==> config.mk <==
export PLATFORM = sky130hd
export DESIGN_NAME = multi_station_switch_test_sequencer_top
export DESIGN_NICKNAME = d
export VERILOG_FILES = /design/src/mss_pkg.sv /design/src/mss_div.sv /design/src/multi_station_switch_test_sequencer_top.sv
export SDC_FILE = /design/constraint.sdc
export NUM_CORES = 1
export LEC_CHECK = 0
export ABC_AREA = 1
export BUFFER_PORTS_ARGS = -buffer_cell sky130_fd_sc_hd__buf_2
export CAP_MARGIN = 40
export CELL_PAD_IN_SITES_DETAIL_PLACEMENT = 1
export CELL_PAD_IN_SITES_GLOBAL_PLACEMENT = 1
export CORE_MARGIN = 2
export CORE_UTILIZATION = 48
export DETAILED_ROUTE_END_ITERATION = 16
export GPL_ROUTABILITY_DRIVEN = 0
export PLACE_DENSITY_LB_ADDON = 0.1
export SYNTH_ARGS = -nofsm -noshare
export SYNTH_HDL_FRONTEND = slang
export SYNTH_SLANG_ARGS = --single-unit
export TNS_END_PERCENT = 20
==> constraint.sdc <==
create_clock -name i_clk -period 6.83 [get_ports i_clk]
set_clock_uncertainty 0.05 [all_clocks]
set_input_delay 0.3415 -clock i_clk [delete_from_list [all_inputs] [get_ports i_clk]]
set_output_delay 0.3415 -clock i_clk [all_outputs]
set_load 0.02 [all_outputs]
==> src/mss_pkg.sv <==
package mss_pkg;

    // Width of the station fields in the result.
    localparam int unsigned STN_W = 4;

    // Wait period numerator: milliseconds in one minute.
    localparam logic [15:0] MS_PER_MINUTE = 16'd60000;
    localparam int unsigned QUO_W = 16;
    // Divisor is cycles_per_minute times enabled stations: at most 255 * 16.
    localparam int unsigned DEN_W = 12;

    localparam logic [1:0] CMD_TICK  = 2'd0;
    localparam logic [1:0] CMD_START = 2'd1;
    localparam logic [1:0] CMD_STOP  = 2'd2;

    localparam logic [1:0] SERVO_NONE     = 2'd0;
    localparam logic [1:0] SERVO_HOME_ALL = 2'd1;
    localparam logic [1:0] SERVO_START    = 2'd2;
    localparam logic [1:0] SERVO_HOME     = 2'd3;

    localparam logic [2:0] CFG_KEY_TH  = 3'd0;
    localparam logic [2:0] CFG_STR_TH  = 3'd1;
    localparam logic [2:0] CFG_FAIL_LM = 3'd2;
    localparam logic [2:0] CFG_ROT_ST  = 3'd3;
    localparam logic [2:0] CFG_ROT_HM  = 3'd4;
    localparam logic [2:0] CFG_CPM     = 3'd5;

    typedef enum logic [2:0] {
        RUN_STOPPED   = 3'd0,
        RUN_ESTOP     = 3'd1,
        RUN_READY     = 3'd2,
        RUN_ACTUATING = 3'd3,
        RUN_WAITING   = 3'd4
    } t_run;

    typedef enum logic [2:0] {
        SEQ_IDLE,
        SEQ_COUNT,
        SEQ_LOAD,
        SEQ_DIV,
        SEQ_EXEC
    } t_seq;

    typedef struct packed {
        logic [1:0]  cmd;
        logic        estop_level;
        logic [15:0] keyswitch_peak_ma;
        logic [15:0] starter_peak_ma;
    } t_in_item;

    typedef struct packed {
        logic [2:0]       run_state;
        logic [1:0]       servo_action;
        logic [STN_W-1:0] servo_station;
        logic             calibrate_pulse;
        logic             reset_peaks_pulse;
        logic             track_peaks_pulse;
        logic             report_valid;
        logic [STN_W-1:0] report_station;
        logic             report_enabled;
        logic [31:0]      report_cycles;
        logic [15:0]      report_failures;
        logic             cmd_accepted;
    } t_out_item;

endpackage

==> src/mss_div.sv <==
module mss_div (
    input  logic                      i_clk,
    input  logic                      i_rst_n,
    input  logic                      i_start,
    input  logic [mss_pkg::DEN_W-1:0] i_den,
    output logic                      o_done,
    output logic [mss_pkg::QUO_W-1:0] o_quo
);
    import mss_pkg::*;

    // Restoring division of the fixed numerator, one quotient bit a cycle.
    logic                 r_busy;
    logic                 r_done;
    logic [3:0]           r_cnt;
    logic [DEN_W-1:0]     r_den;
    logic [DEN_W-1:0]     r_rem;
    logic [QUO_W-1:0]     r_quo;
    logic [DEN_W:0]       rem_sh;
    logic [DEN_W:0]       rem_diff;
    logic                 q_bit;

    assign rem_sh   = {r_rem, r_quo[QUO_W-1]};
    assign rem_diff = rem_sh - {1'b0, r_den};
    assign q_bit    = (rem_sh >= {1'b0, r_den});

    always_ff @(posedge i_clk) begin
        if (!i_rst_n) begin
            r_busy <= 1'b0;
            r_done <= 1'b0;
            r_cnt  <= '0;
        end else begin
            r_done <= 1'b0;
            if (i_start) begin
                r_busy <= 1'b1;
                r_cnt  <= '0;
            end else if (r_busy) begin
                r_cnt <= r_cnt + 4'd1;
                if (r_cnt == 4'(QUO_W - 1)) begin
                    r_busy <= 1'b0;
                    r_done <= 1'b1;
                end
            end
        end
    end

    always_ff @(posedge i_clk) begin
        if (i_start) begin
            r_den <= i_den;
            r_rem <= '0;
            r_quo <= MS_PER_MINUTE;
        end else if (r_busy) begin
            r_rem <= q_bit ? rem_diff[DEN_W-1:0] : rem_sh[DEN_W-1:0];
            r_quo <= {r_quo[QUO_W-2:0], q_bit};
        end
    end

    assign o_done = r_done;
    assign o_quo  = r_quo;

endmodule

==> src/multi_station_switch_test_sequencer_top.sv <==
// Channel   Direction  Handshake              Payload
// in        input      i_in_valid/o_in_stall  i_in_data  (mss_pkg::t_in_item)
// out       output     o_out_valid/i_out_stall o_out_data (mss_pkg::t_out_item)
// cfg       input      i_cfg_we               i_cfg_idx, i_cfg_data
//
// Each accepted item passes through the sequencer states in order: SEQ_COUNT counts the
// enabled stations, SEQ_LOAD loads the divisor, SEQ_DIV runs the restoring divider (sixteen
// quotient bits and its done flag) that gives the wait period, and SEQ_EXEC updates the
// state and the output register. A new item is accepted only in SEQ_IDLE, after the update.
// Reset is synchronous and active low; all stations come up enabled with zeroed counts.
// A stalled result stays in the output register; the next item is accepted meanwhile.
module multi_station_switch_test_sequencer_top #(
    parameter int unsigned STATIONS = 4
) (
    input  logic               i_clk,
    input  logic               i_rst_n,
    input  logic               i_in_valid,
    output logic               o_in_stall,
    input  mss_pkg::t_in_item  i_in_data,
    output logic               o_out_valid,
    input  logic               i_out_stall,
    output mss_pkg::t_out_item o_out_data,
    input  logic               i_cfg_we,
    input  logic [2:0]         i_cfg_idx,
    input  logic [15:0]        i_cfg_data
);
    import mss_pkg::*;

    localparam int unsigned SIW = (STATIONS > 1) ? $clog2(STATIONS) : 1;
    localparam int unsigned NW  = $clog2(STATIONS + 1);

    // Configuration.
    logic [15:0] r_key_th;
    logic [15:0] r_str_th;
    logic [15:0] r_fail_lm;
    logic [15:0] r_rot_st;
    logic [15:0] r_rot_hm;
    logic [7:0]  r_cpm;

    // Sequencer.
    t_seq             r_seq;
    t_seq             n_seq;
    t_in_item         r_in;
    logic [SIW-1:0]   r_idx;
    logic [NW-1:0]    r_nen;
    logic             div_start;
    logic             div_done;
    logic [QUO_W-1:0] div_quo;
    logic             in_xfer;
    logic             out_free;
    logic             commit;

    // Block state.
    t_run           r_run;
    t_run           n_run;
    t_run           run_t;
    logic [SIW-1:0] r_act;
    logic [SIW-1:0] n_act;
    logic [SIW-1:0] act_nxt;
    logic [31:0]    r_elapsed;
    logic [31:0]    n_elapsed;
    logic [31:0]    el_inc;
    logic [31:0]    r_cyc  [STATIONS];
    logic [15:0]    r_fail [STATIONS];
    logic [STATIONS-1:0] r_en;

    logic        running;
    logic        stn_we;
    logic [31:0] cyc_new;
    logic [15:0] fail_new;
    logic        en_new;
    logic [QUO_W-1:0] wait_ms;

    t_out_item r_out;
    t_out_item res;
    logic      r_out_valid;

    assign in_xfer    = i_in_valid && !o_in_stall;
    assign o_in_stall = (r_seq != SEQ_IDLE);
    assign out_free   = !r_out_valid || !i_out_stall;
    assign commit     = (r_seq == SEQ_EXEC) && out_free;

    always_ff @(posedge i_clk) begin
        if (!i_rst_n) begin
            r_key_th  <= 16'd0;
            r_str_th  <= 16'd0;
            r_fail_lm <= 16'd10;
            r_rot_st  <= 16'd500;
            r_rot_hm  <= 16'd500;
            r_cpm     <= 8'd6;
        end else if (i_cfg_we) begin
            unique case (i_cfg_idx)
                CFG_KEY_TH:  r_key_th  <= i_cfg_data;
                CFG_STR_TH:  r_str_th  <= i_cfg_data;
                CFG_FAIL_LM: r_fail_lm <= i_cfg_data;
                CFG_ROT_ST:  r_rot_st  <= i_cfg_data;
                CFG_ROT_HM:  r_rot_hm  <= i_cfg_data;
                CFG_CPM:     r_cpm     <= i_cfg_data[7:0];
                default: ;
            endcase
        end
    end

    // Sequencer state register and next state.
    always_ff @(posedge i_clk) begin
        if (!i_rst_n) begin
            r_seq <= SEQ_IDLE;
        end else begin
            r_seq <= n_seq;
        end
    end

    always_comb begin
        n_seq     = r_seq;
        div_start = 1'b0;
        unique case (r_seq)
            SEQ_IDLE: begin
                if (in_xfer) n_seq = SEQ_COUNT;
            end
            SEQ_COUNT: begin
                if (r_idx == SIW'(STATIONS - 1)) n_seq = SEQ_LOAD;
            end
            SEQ_LOAD: begin
                div_start = 1'b1;
                n_seq     = SEQ_DIV;
            end
            SEQ_DIV: begin
                if (div_done) n_seq = SEQ_EXEC;
            end
            SEQ_EXEC: begin
                if (out_free) n_seq = SEQ_IDLE;
            end
            default: n_seq = SEQ_IDLE;
        endcase
    end

    always_ff @(posedge i_clk) begin
        if (in_xfer) begin
            r_in  <= i_in_data;
            r_idx <= '0;
            r_nen <= '0;
        end else if (r_seq == SEQ_COUNT) begin
            r_nen <= r_nen + NW'(r_en[r_idx]);
            if (r_idx != SIW'(STATIONS - 1)) r_idx <= r_idx + 1'b1;
        end
    end

    mss_div u_div (
        .i_clk   (i_clk),
        .i_rst_n (i_rst_n),
        .i_start (div_start),
        .i_den   (DEN_W'(r_cpm) * DEN_W'(r_nen)),
        .o_done  (div_done),
        .o_quo   (div_quo)
    );

    assign wait_ms = (r_nen == '0 || r_cpm == 8'd0) ? '0 : div_quo;
    assign running = (r_run == RUN_READY) || (r_run == RUN_ACTUATING) ||
                     (r_run == RUN_WAITING);
    assign act_nxt = (r_act == SIW'(STATIONS - 1)) ? '0 : r_act + 1'b1;
    assign el_inc  = (r_elapsed != 32'hFFFF_FFFF) ? r_elapsed + 32'd1 : r_elapsed;
    assign cyc_new = r_cyc[r_act] + 32'd1;
    assign fail_new = ((r_in.keyswitch_peak_ma < r_key_th ||
                        r_in.starter_peak_ma < r_str_th) && r_fail[r_act] != 16'hFFFF) ?
                      r_fail[r_act] + 16'd1 : r_fail[r_act];
    assign en_new  = r_en[r_act] && !(fail_new >= r_fail_lm);

    // One step of the station state machine for the held item.
    always_comb begin
        res       = '0;
        n_run     = r_run;
        n_act     = r_act;
        n_elapsed = r_elapsed;
        stn_we    = 1'b0;
        run_t     = r_run;
        unique case (r_in.cmd)
            CMD_START: begin
                if (!running && !r_in.estop_level) begin
                    n_run            = RUN_READY;
                    res.cmd_accepted = 1'b1;
                end
            end
            CMD_STOP: begin
                if (running) begin
                    n_run            = RUN_STOPPED;
                    res.cmd_accepted = 1'b1;
                end
            end
            CMD_TICK: begin
                if (r_run == RUN_ACTUATING || r_run == RUN_WAITING) n_elapsed = el_inc;
                if (r_in.estop_level && r_run != RUN_ESTOP) begin
                    run_t = RUN_ESTOP;
                end else if (!r_in.estop_level && r_run == RUN_ESTOP) begin
                    run_t = RUN_STOPPED;
                end
                n_run = run_t;
                unique case (run_t)
                    RUN_READY: begin
                        if (r_en[r_act]) begin
                            n_elapsed             = '0;
                            res.calibrate_pulse   = 1'b1;
                            res.reset_peaks_pulse = 1'b1;
                            n_run                 = RUN_ACTUATING;
                        end else begin
                            n_act = act_nxt;
                        end
                    end
                    RUN_ACTUATING: begin
                        res.track_peaks_pulse = 1'b1;
                        if (n_elapsed <= 32'(r_rot_st)) begin
                            res.servo_action  = SERVO_START;
                            res.servo_station = STN_W'(r_act);
                        end else if (n_elapsed <= 32'(r_rot_st) + 32'(r_rot_hm)) begin
                            res.servo_action  = SERVO_HOME;
                            res.servo_station = STN_W'(r_act);
                        end else begin
                            stn_we              = 1'b1;
                            res.report_valid    = 1'b1;
                            res.report_station  = STN_W'(r_act);
                            res.report_enabled  = en_new;
                            res.report_cycles   = cyc_new;
                            res.report_failures = fail_new;
                            n_act               = act_nxt;
                            n_run               = RUN_WAITING;
                        end
                    end
                    RUN_WAITING: begin
                        if (n_elapsed > 32'(wait_ms)) n_run = RUN_READY;
                    end
                    default: begin
                        n_run            = (run_t == RUN_ESTOP) ? RUN_ESTOP : RUN_STOPPED;
                        res.servo_action = SERVO_HOME_ALL;
                    end
                endcase
            end
            default: ;
        endcase
        res.run_state = n_run;
    end

    always_ff @(posedge i_clk) begin
        if (!i_rst_n) begin
            r_run     <= RUN_STOPPED;
            r_act     <= '0;
            r_elapsed <= '0;
            r_en      <= '1;
            for (int i = 0; i < STATIONS; i++) begin
                r_cyc[i]  <= '0;
                r_fail[i] <= '0;
            end
        end else if (commit) begin
            r_run     <= n_run;
            r_act     <= n_act;
            r_elapsed <= n_elapsed;
            if (stn_we) begin
                r_cyc[r_act]  <= cyc_new;
                r_fail[r_act] <= fail_new;
                r_en[r_act]   <= en_new;
            end
        end
    end

    // Output register: holds a stalled result while the next item is worked on.
    always_ff @(posedge i_clk) begin
        if (!i_rst_n) begin
            r_out_valid <= 1'b0;
        end else if (commit) begin
            r_out_valid <= 1'b1;
        end else if (!i_out_stall) begin
            r_out_valid <= 1'b0;
        end
    end

    always_ff @(posedge i_clk) begin
        if (commit) r_out <= res;
    end

    assign o_out_valid = r_out_valid;
    assign o_out_data  = r_out;

    a_report_in_wait: assert property (@(posedge i_clk) disable iff (!i_rst_n)
        (o_out_valid && o_out_data.report_valid) |->
            (o_out_data.run_state == RUN_WAITING))
        else $error("cycle report outside the waiting state");

    a_busy_after_accept: assert property (@(posedge i_clk) disable iff (!i_rst_n)
        in_xfer |=> o_in_stall)
        else $error("sequencer did not start on an accepted transfer");

    a_div_done_in_div: assert property (@(posedge i_clk) disable iff (!i_rst_n)
        div_done |-> (r_seq == SEQ_DIV))
        else $error("divider finished outside its sequencer phase");

    a_calib_starts_act: assert property (@(posedge i_clk) disable iff (!i_rst_n)
        (o_out_valid && o_out_data.calibrate_pulse) |->
            (o_out_data.run_state == RUN_ACTUATING &&
             o_out_data.servo_action == SERVO_NONE))
        else $error("calibration request without an actuation start");

endmodule
* After elaboration in Yosys (flattened, before gate mapping)
Memories as Yosys holds them, arrays and structs flattened. A register that Yosys moved wholly into a read port is not among the register bits.
Cells that the tools add are included.
** Word-level totals
- Memories :: 2
- Memory bits (read-only) :: 0
- Memory bits (writable) :: 192
- Output and inout bits :: 69
- Input bits :: 59
- Latch bits :: 0
- Register bits :: 285
** Memory list
- r_cyc :: words 4, bits a word 32, read ports 1, clocked after Yosys merged registers in 1, write ports 4, RTL line multi_station_switch_test_sequencer_top.sv:63 : logic [31:0] r_cyc [STATIONS];
- r_fail :: words 4, bits a word 16, read ports 1, clocked after Yosys merged registers in 1, write ports 4, RTL line multi_station_switch_test_sequencer_top.sv:64 : logic [15:0] r_fail [STATIONS];
** Operators by class
- Divide/modulo/power cells :: 0
- Add/subtract/negate cells :: 9
- Shifts and indexed selects :: 0
- Multipliers :: 1
- Reductions and logical operators :: 47
- Bitwise gates (word level) :: 4
- $lt $le $gt $ge :: 10
- Multiplexer cells :: 73
- Equality and inequality tests :: 34
** Operators with widths (number)
- 32-bit 2-to-1 mux :: 6
- 54-bit 2-to-1 mux :: 2
- 32-bit by 1-bit adder with 32-bit output, second input constant :: 2
- 55-bit 2-to-1 mux :: 1
- 16-bit 2-to-1 mux :: 3
- 3-bit 2-to-1 mux :: 13
- 32-bit by 16-bit > comparator with 1-bit output :: 1
- 32-bit by 16-bit <= comparator with 1-bit output :: 1
- 32-bit by 17-bit <= comparator with 1-bit output :: 1
- 16-bit < comparator :: 2
- 32-bit inequality test, second input constant :: 1
- 32-bit OR reduction :: 1
- 3-bit by 2-bit == test with 1-bit output, second input constant :: 8
- 1-bit 2-to-1 mux :: 24
- 2-bit 2-to-1 mux :: 11
- 2-bit AND reduction :: 11
- 3-bit case mux with 3 select lines :: 2
- 16-bit by 16-bit adder with 17-bit output :: 1
- 16-bit by 1-bit adder with 16-bit output, second input constant :: 1
- 16-bit >= comparator :: 1
- 16-bit inequality test, second input constant :: 1
- 16-bit OR reduction :: 1
- 3-bit == test, second input constant :: 5
- 3-bit case mux with 5 select lines :: 1
- other kinds (36) :: 77

* Depth between registers and ports, before layout
- Word-level depth :: 15
- Gate-level depth with buffers :: 36
- Depth with buffers taken out :: 34

* By module
Synthesis repeated with hierarchy kept, for this count alone.
** Second synthesis, totals
- Cell total of the unflattened synthesis :: 2962
- Area, all modules :: 25365.6 sq um
** By module, submodules not included
- multi_station_switch_test_sequencer_top :: times used 1, area an instance 22790.6 sq um, cells each 2621
- mss_div :: times used 1, area an instance 2575.0 sq um, cells each 341

* Worst setup path after synthesis
No wires, ideal clock.
- Path kind :: register to register
- Start :: register r_rot_st[0]
- End :: memory r_cyc[1][0], enable pin
- Data required time :: 6.373 ns
- Cell stages (with the launch flop) :: 35
- Setup slack :: 1.220 ns
- Setup time :: 0.407 ns
- Data arrival time :: 5.154 ns
- Period minus slack after synthesis :: 5.610 ns
- Cell sequence :: dfxtp_1 -> ha_1 -> inv_1 -> fa_1 -> nand3b_1 -> and2_1 -> o221ai_1 -> a21oi_1 -> o21bai_1 -> a21boi_0 -> o21ai_0 -> xnor2_1 -> ha_1 -> nand2_1 -> inv_1 -> nand3_1 -> nor2_1 -> nand2_1 -> nand2_1 -> nand2_1 -> nand2_1 -> nand2_1 -> nand3b_1 -> nor2_1 -> nand2_1 -> nand2_4 -> nor2_8 -> inv_6 -> nor2_8 -> nand2_8 -> nor2_8 -> nand2_2 -> buf_6 -> buf_6 -> nand2_1
** RTL lines
- start, declared :: RTL line multi_station_switch_test_sequencer_top.sv:36 : logic [15:0] r_rot_st;
- start signal, assigned :: RTL line multi_station_switch_test_sequencer_top.sv:96 : CFG_ROT_ST: r_rot_st <= i_cfg_data;
- end, declared :: RTL line multi_station_switch_test_sequencer_top.sv:63

==> impl_metrics.tcl <==
set metrics [dict create \
    syn_area_per_cell_um2 8.69 \
    grt_max_degree 94 \
    setup_viol 0 \
    ant_nets 0 \
    grt-ovfl-total 0 \
    fin_hold_ws_ns 0.0447 \
    critPathLaunchType "register" \
    viasPerCell 5.43 \
    initial_core_util_pct 48.5 \
    cts_resized 0 \
    period_share_pct 89.6 \
    ctsHoldBuffers 36 \
    syn_area_um2 24800 \
    layout.cells.non_filler 3715 \
    vias 20200 \
    clock.fmax_ghz 0.163 \
    ys_warn_count 0 \
    cpMostUsedCell "nand2_1" \
    synth_top_area_cell "edfxtp_1" \
    crit_arrival_ns 6.30 \
    synthAdderAreaFrac_pct 8.14 \
    cts_tree "yes" \
    fin_tns_setup_ns 0 \
    synth_compound_area_share_pct 11.2 \
    cpLargestDelayFamily "simple AND/OR/NAND/NOR gates" \
    leakagePower_nw 11.9 \
    clk_pin_slew_ns 0.06 \
    clock_path_buffers 3 \
    clock_latency_ns 0.61 \
    yosysSeqAreaShare_pct 50.3 \
    coreArea_um2 51200 \
    drtIter0Drc 1080 \
    htree_levels 2 \
    drc 0 \
    cts-root-buf "clkbuf_16" \
    synth-xor-area-share_pct 2.93 \
    tightest_slew_ns 0.949 \
    outcome "finished clean" \
    track_usage_pct 26.5 \
    synthTopCellsByArea "edfxtp_1 36%, dfxtp_1 14%, nand2_1 8.1%, ha_1 7.4%, nor2_1 7.0%" \
    synth_top_area_share_pct 36.3 \
    clock-sinks 474 \
    synth_top_family_by_area "simple AND/OR/NAND/NOR gates" \
    worstSetupPathType "register to register" \
    dp_hpwl_mm 47.9 \
    relSlewSlack_pct 36.7 \
    synth_seq_cells 474 \
    min_path_type "input pin to register" \
    cts_setup_buffers 0 \
    p_per_area_nw_per_um2 270 \
    ios 128 \
    crit_buf_inv 4 \
    wl_met2_mm 36.6 \
    rsz0062_at_grt "no" \
    cap_violations 0 \
    grt_pass1_wl_mm 113 \
    grt_pass1_vias 21400 \
    synthFlopType "edfxtp_1" \
    postLayoutCoreUtil_pct 55.0 \
    finalCriticalPeriod_ns 6.12 \
    synth_most_common_cell "nand2_1" \
    crit_required_ns 7.01 \
    die_h_um 231 \
    synth_cell_type_count 55 \
    cts_buffers 52 \
    layout.nets 3205 \
    p_total_w 0.00761 \
    die_x_um 231 \
    port_buffers 123 \
    wl_per_cell_um 19.1 \
    synth-edff-count 300 \
    critical_path.max_stage_delay_ns 0.59 \
    ir_worst_vdd_mv 0.251 \
    antenna_found_initial 3 \
    slowest_stage "buf_4" \
    area_growth_pct 13.4 \
    final-hold-violation-count 0 \
    rows 83 \
    met1_length_mm 28.8 \
    drt-total-wl_mm 70.8 \
    firstDrtPassIters 5 \
    die_area_um2 53500 \
    wl_met3_mm 2.59 \
    drive_gt1_share_pct 9.89 \
    ys_top_cells_by_count "535 x nand2_1, 460 x nor2_1, 335 x inv_1" \
    path_max_fanout 52 \
    syn_inst 2857 \
    top_layer_used "met5" \
    synthArstFlopShare_pct 0 \
    placedCellCount 3580 \
    synthMuxAreaShare_pct 0 \
    synthSimpleGateAreaFrac_pct 20.0 \
    drv_slew 0 \
    cp-end-kind "register" \
]
[stage by stage]
| step | instance area (um2) | setup WS (ns) |
|---|---|---|
| after floorplan | 24800 | 1.22 |
| after global placement | 26000 | 0.938 |
| after detailed placement | 26100 | 0.763 |
| after CTS | 28100 | 0.725 |
| after global routing | 28200 | 0.212 |
| final | 28200 | 0.709 |
[flip-flops by register name (all words and copies together) (netlist names), 3 cells and up, named ones only]
register and cells:
o_out_data 62, r_cpm 8, r_cyc 128, r_elapsed 32, r_en 4, r_fail 64, r_fail_lm 16, r_in 35
r_key_th 16, r_nen 3, r_rot_hm 16, r_rot_st 16, r_run 3, r_seq 3, r_str_th 16, u_div.o_quo 16
u_div.r_cnt 4, u_div.r_den 11, u_div.r_rem 12
[tightest hold or removal path: cells and delay by family]
family / cells / cell delay (ns)
and+or+nand+nor: 1 / 0.07
buffers and inverters: 1 / 0.17
AOI/OAI and AO/OA: 1 / 0.07
[path summary, 6_finish.rpt]
check / startpoint / endpoint / slack [ns] / depth (start not counted)
worst max-delay path: r_rot_st[0] / r_cyc[0][16] / 0.71 / 33
worst min-delay path: i_cfg_data[3] / r_fail_lm[3] / 0.04 / 3
worst max register to register: r_rot_st[0] / r_cyc[0][16] / 0.71 / 33
worst min register to register: r_str_th[0] / r_str_th[0] / 0.41 / 2
[layer usage]
| layer | up-vias | track usage (%) |
|---|---|---|
| li1 | 9728 | - |
| met5 | - | 0 |
| met1 | 9937 | 30.7 |
| met3 | 153 | 4.23 |
| met4 | 2 | 10.8 |
| met2 | 338 | 48.6 |
[where the power goes]
group / switching, W / internal (W) / leakage (nW)
Combinational: 0.000862 / 0.000430 / 6.58
Sequential: 0.000147 / 0.00327 / 4.49
Clock: 0.00120 / 0.00169 / 0.848
Total: 0.00221 / 0.00540 / 11.9
[layout make-up]
| type | count | area (um2) |
|---|---|---|
| Fill cell | 6054 | 23000 |
| Sequential cell | 474 | 12500 |
| Multi-Input combinational cell | 1930 | 10500 |
| Clock buffer | 65 | 1370 |
| Inverter | 343 | 1290 |
| Timing Repair Buffer | 189 | 1250 |
| Tap cell | 680 | 851 |
| Clock inverter | 32 | 363 |
| Antenna cell | 2 | 5.00 |
[logic make-up (layout without fill, tap and decap cells)]
family	count (synthesis)	in the layout
other	1	6
AO/OA/AOI/OAI	497	497
AND/OR/NAND/NOR	1190	1190
buffers and inverters	456	629
flip-flops	474	474
adder cells (fa/ha/maj)	156	156
XOR/XNOR	83	83
[placed cells by master, fill, tap and decap left out, drive strengths merged, types with 26 or more instances in the layout]
cell type | Yosys | layout
a21oi | 218 | 218
a32oi | 26 | 26
buf | 48 | 153
clkbuf | 65 | 65
dfxtp | 174 | 174
dlygate4sd3 | 0 | 36
edfxtp | 300 | 300
ha | 147 | 147
inv | 340 | 342
nand2 | 543 | 543
nand3 | 83 | 83
nand4 | 28 | 28
nor2 | 494 | 494
nor3 | 28 | 28
o21ai | 169 | 169
xor2 | 64 | 64
Note: power is estimated with default switching activity, not from simulation.
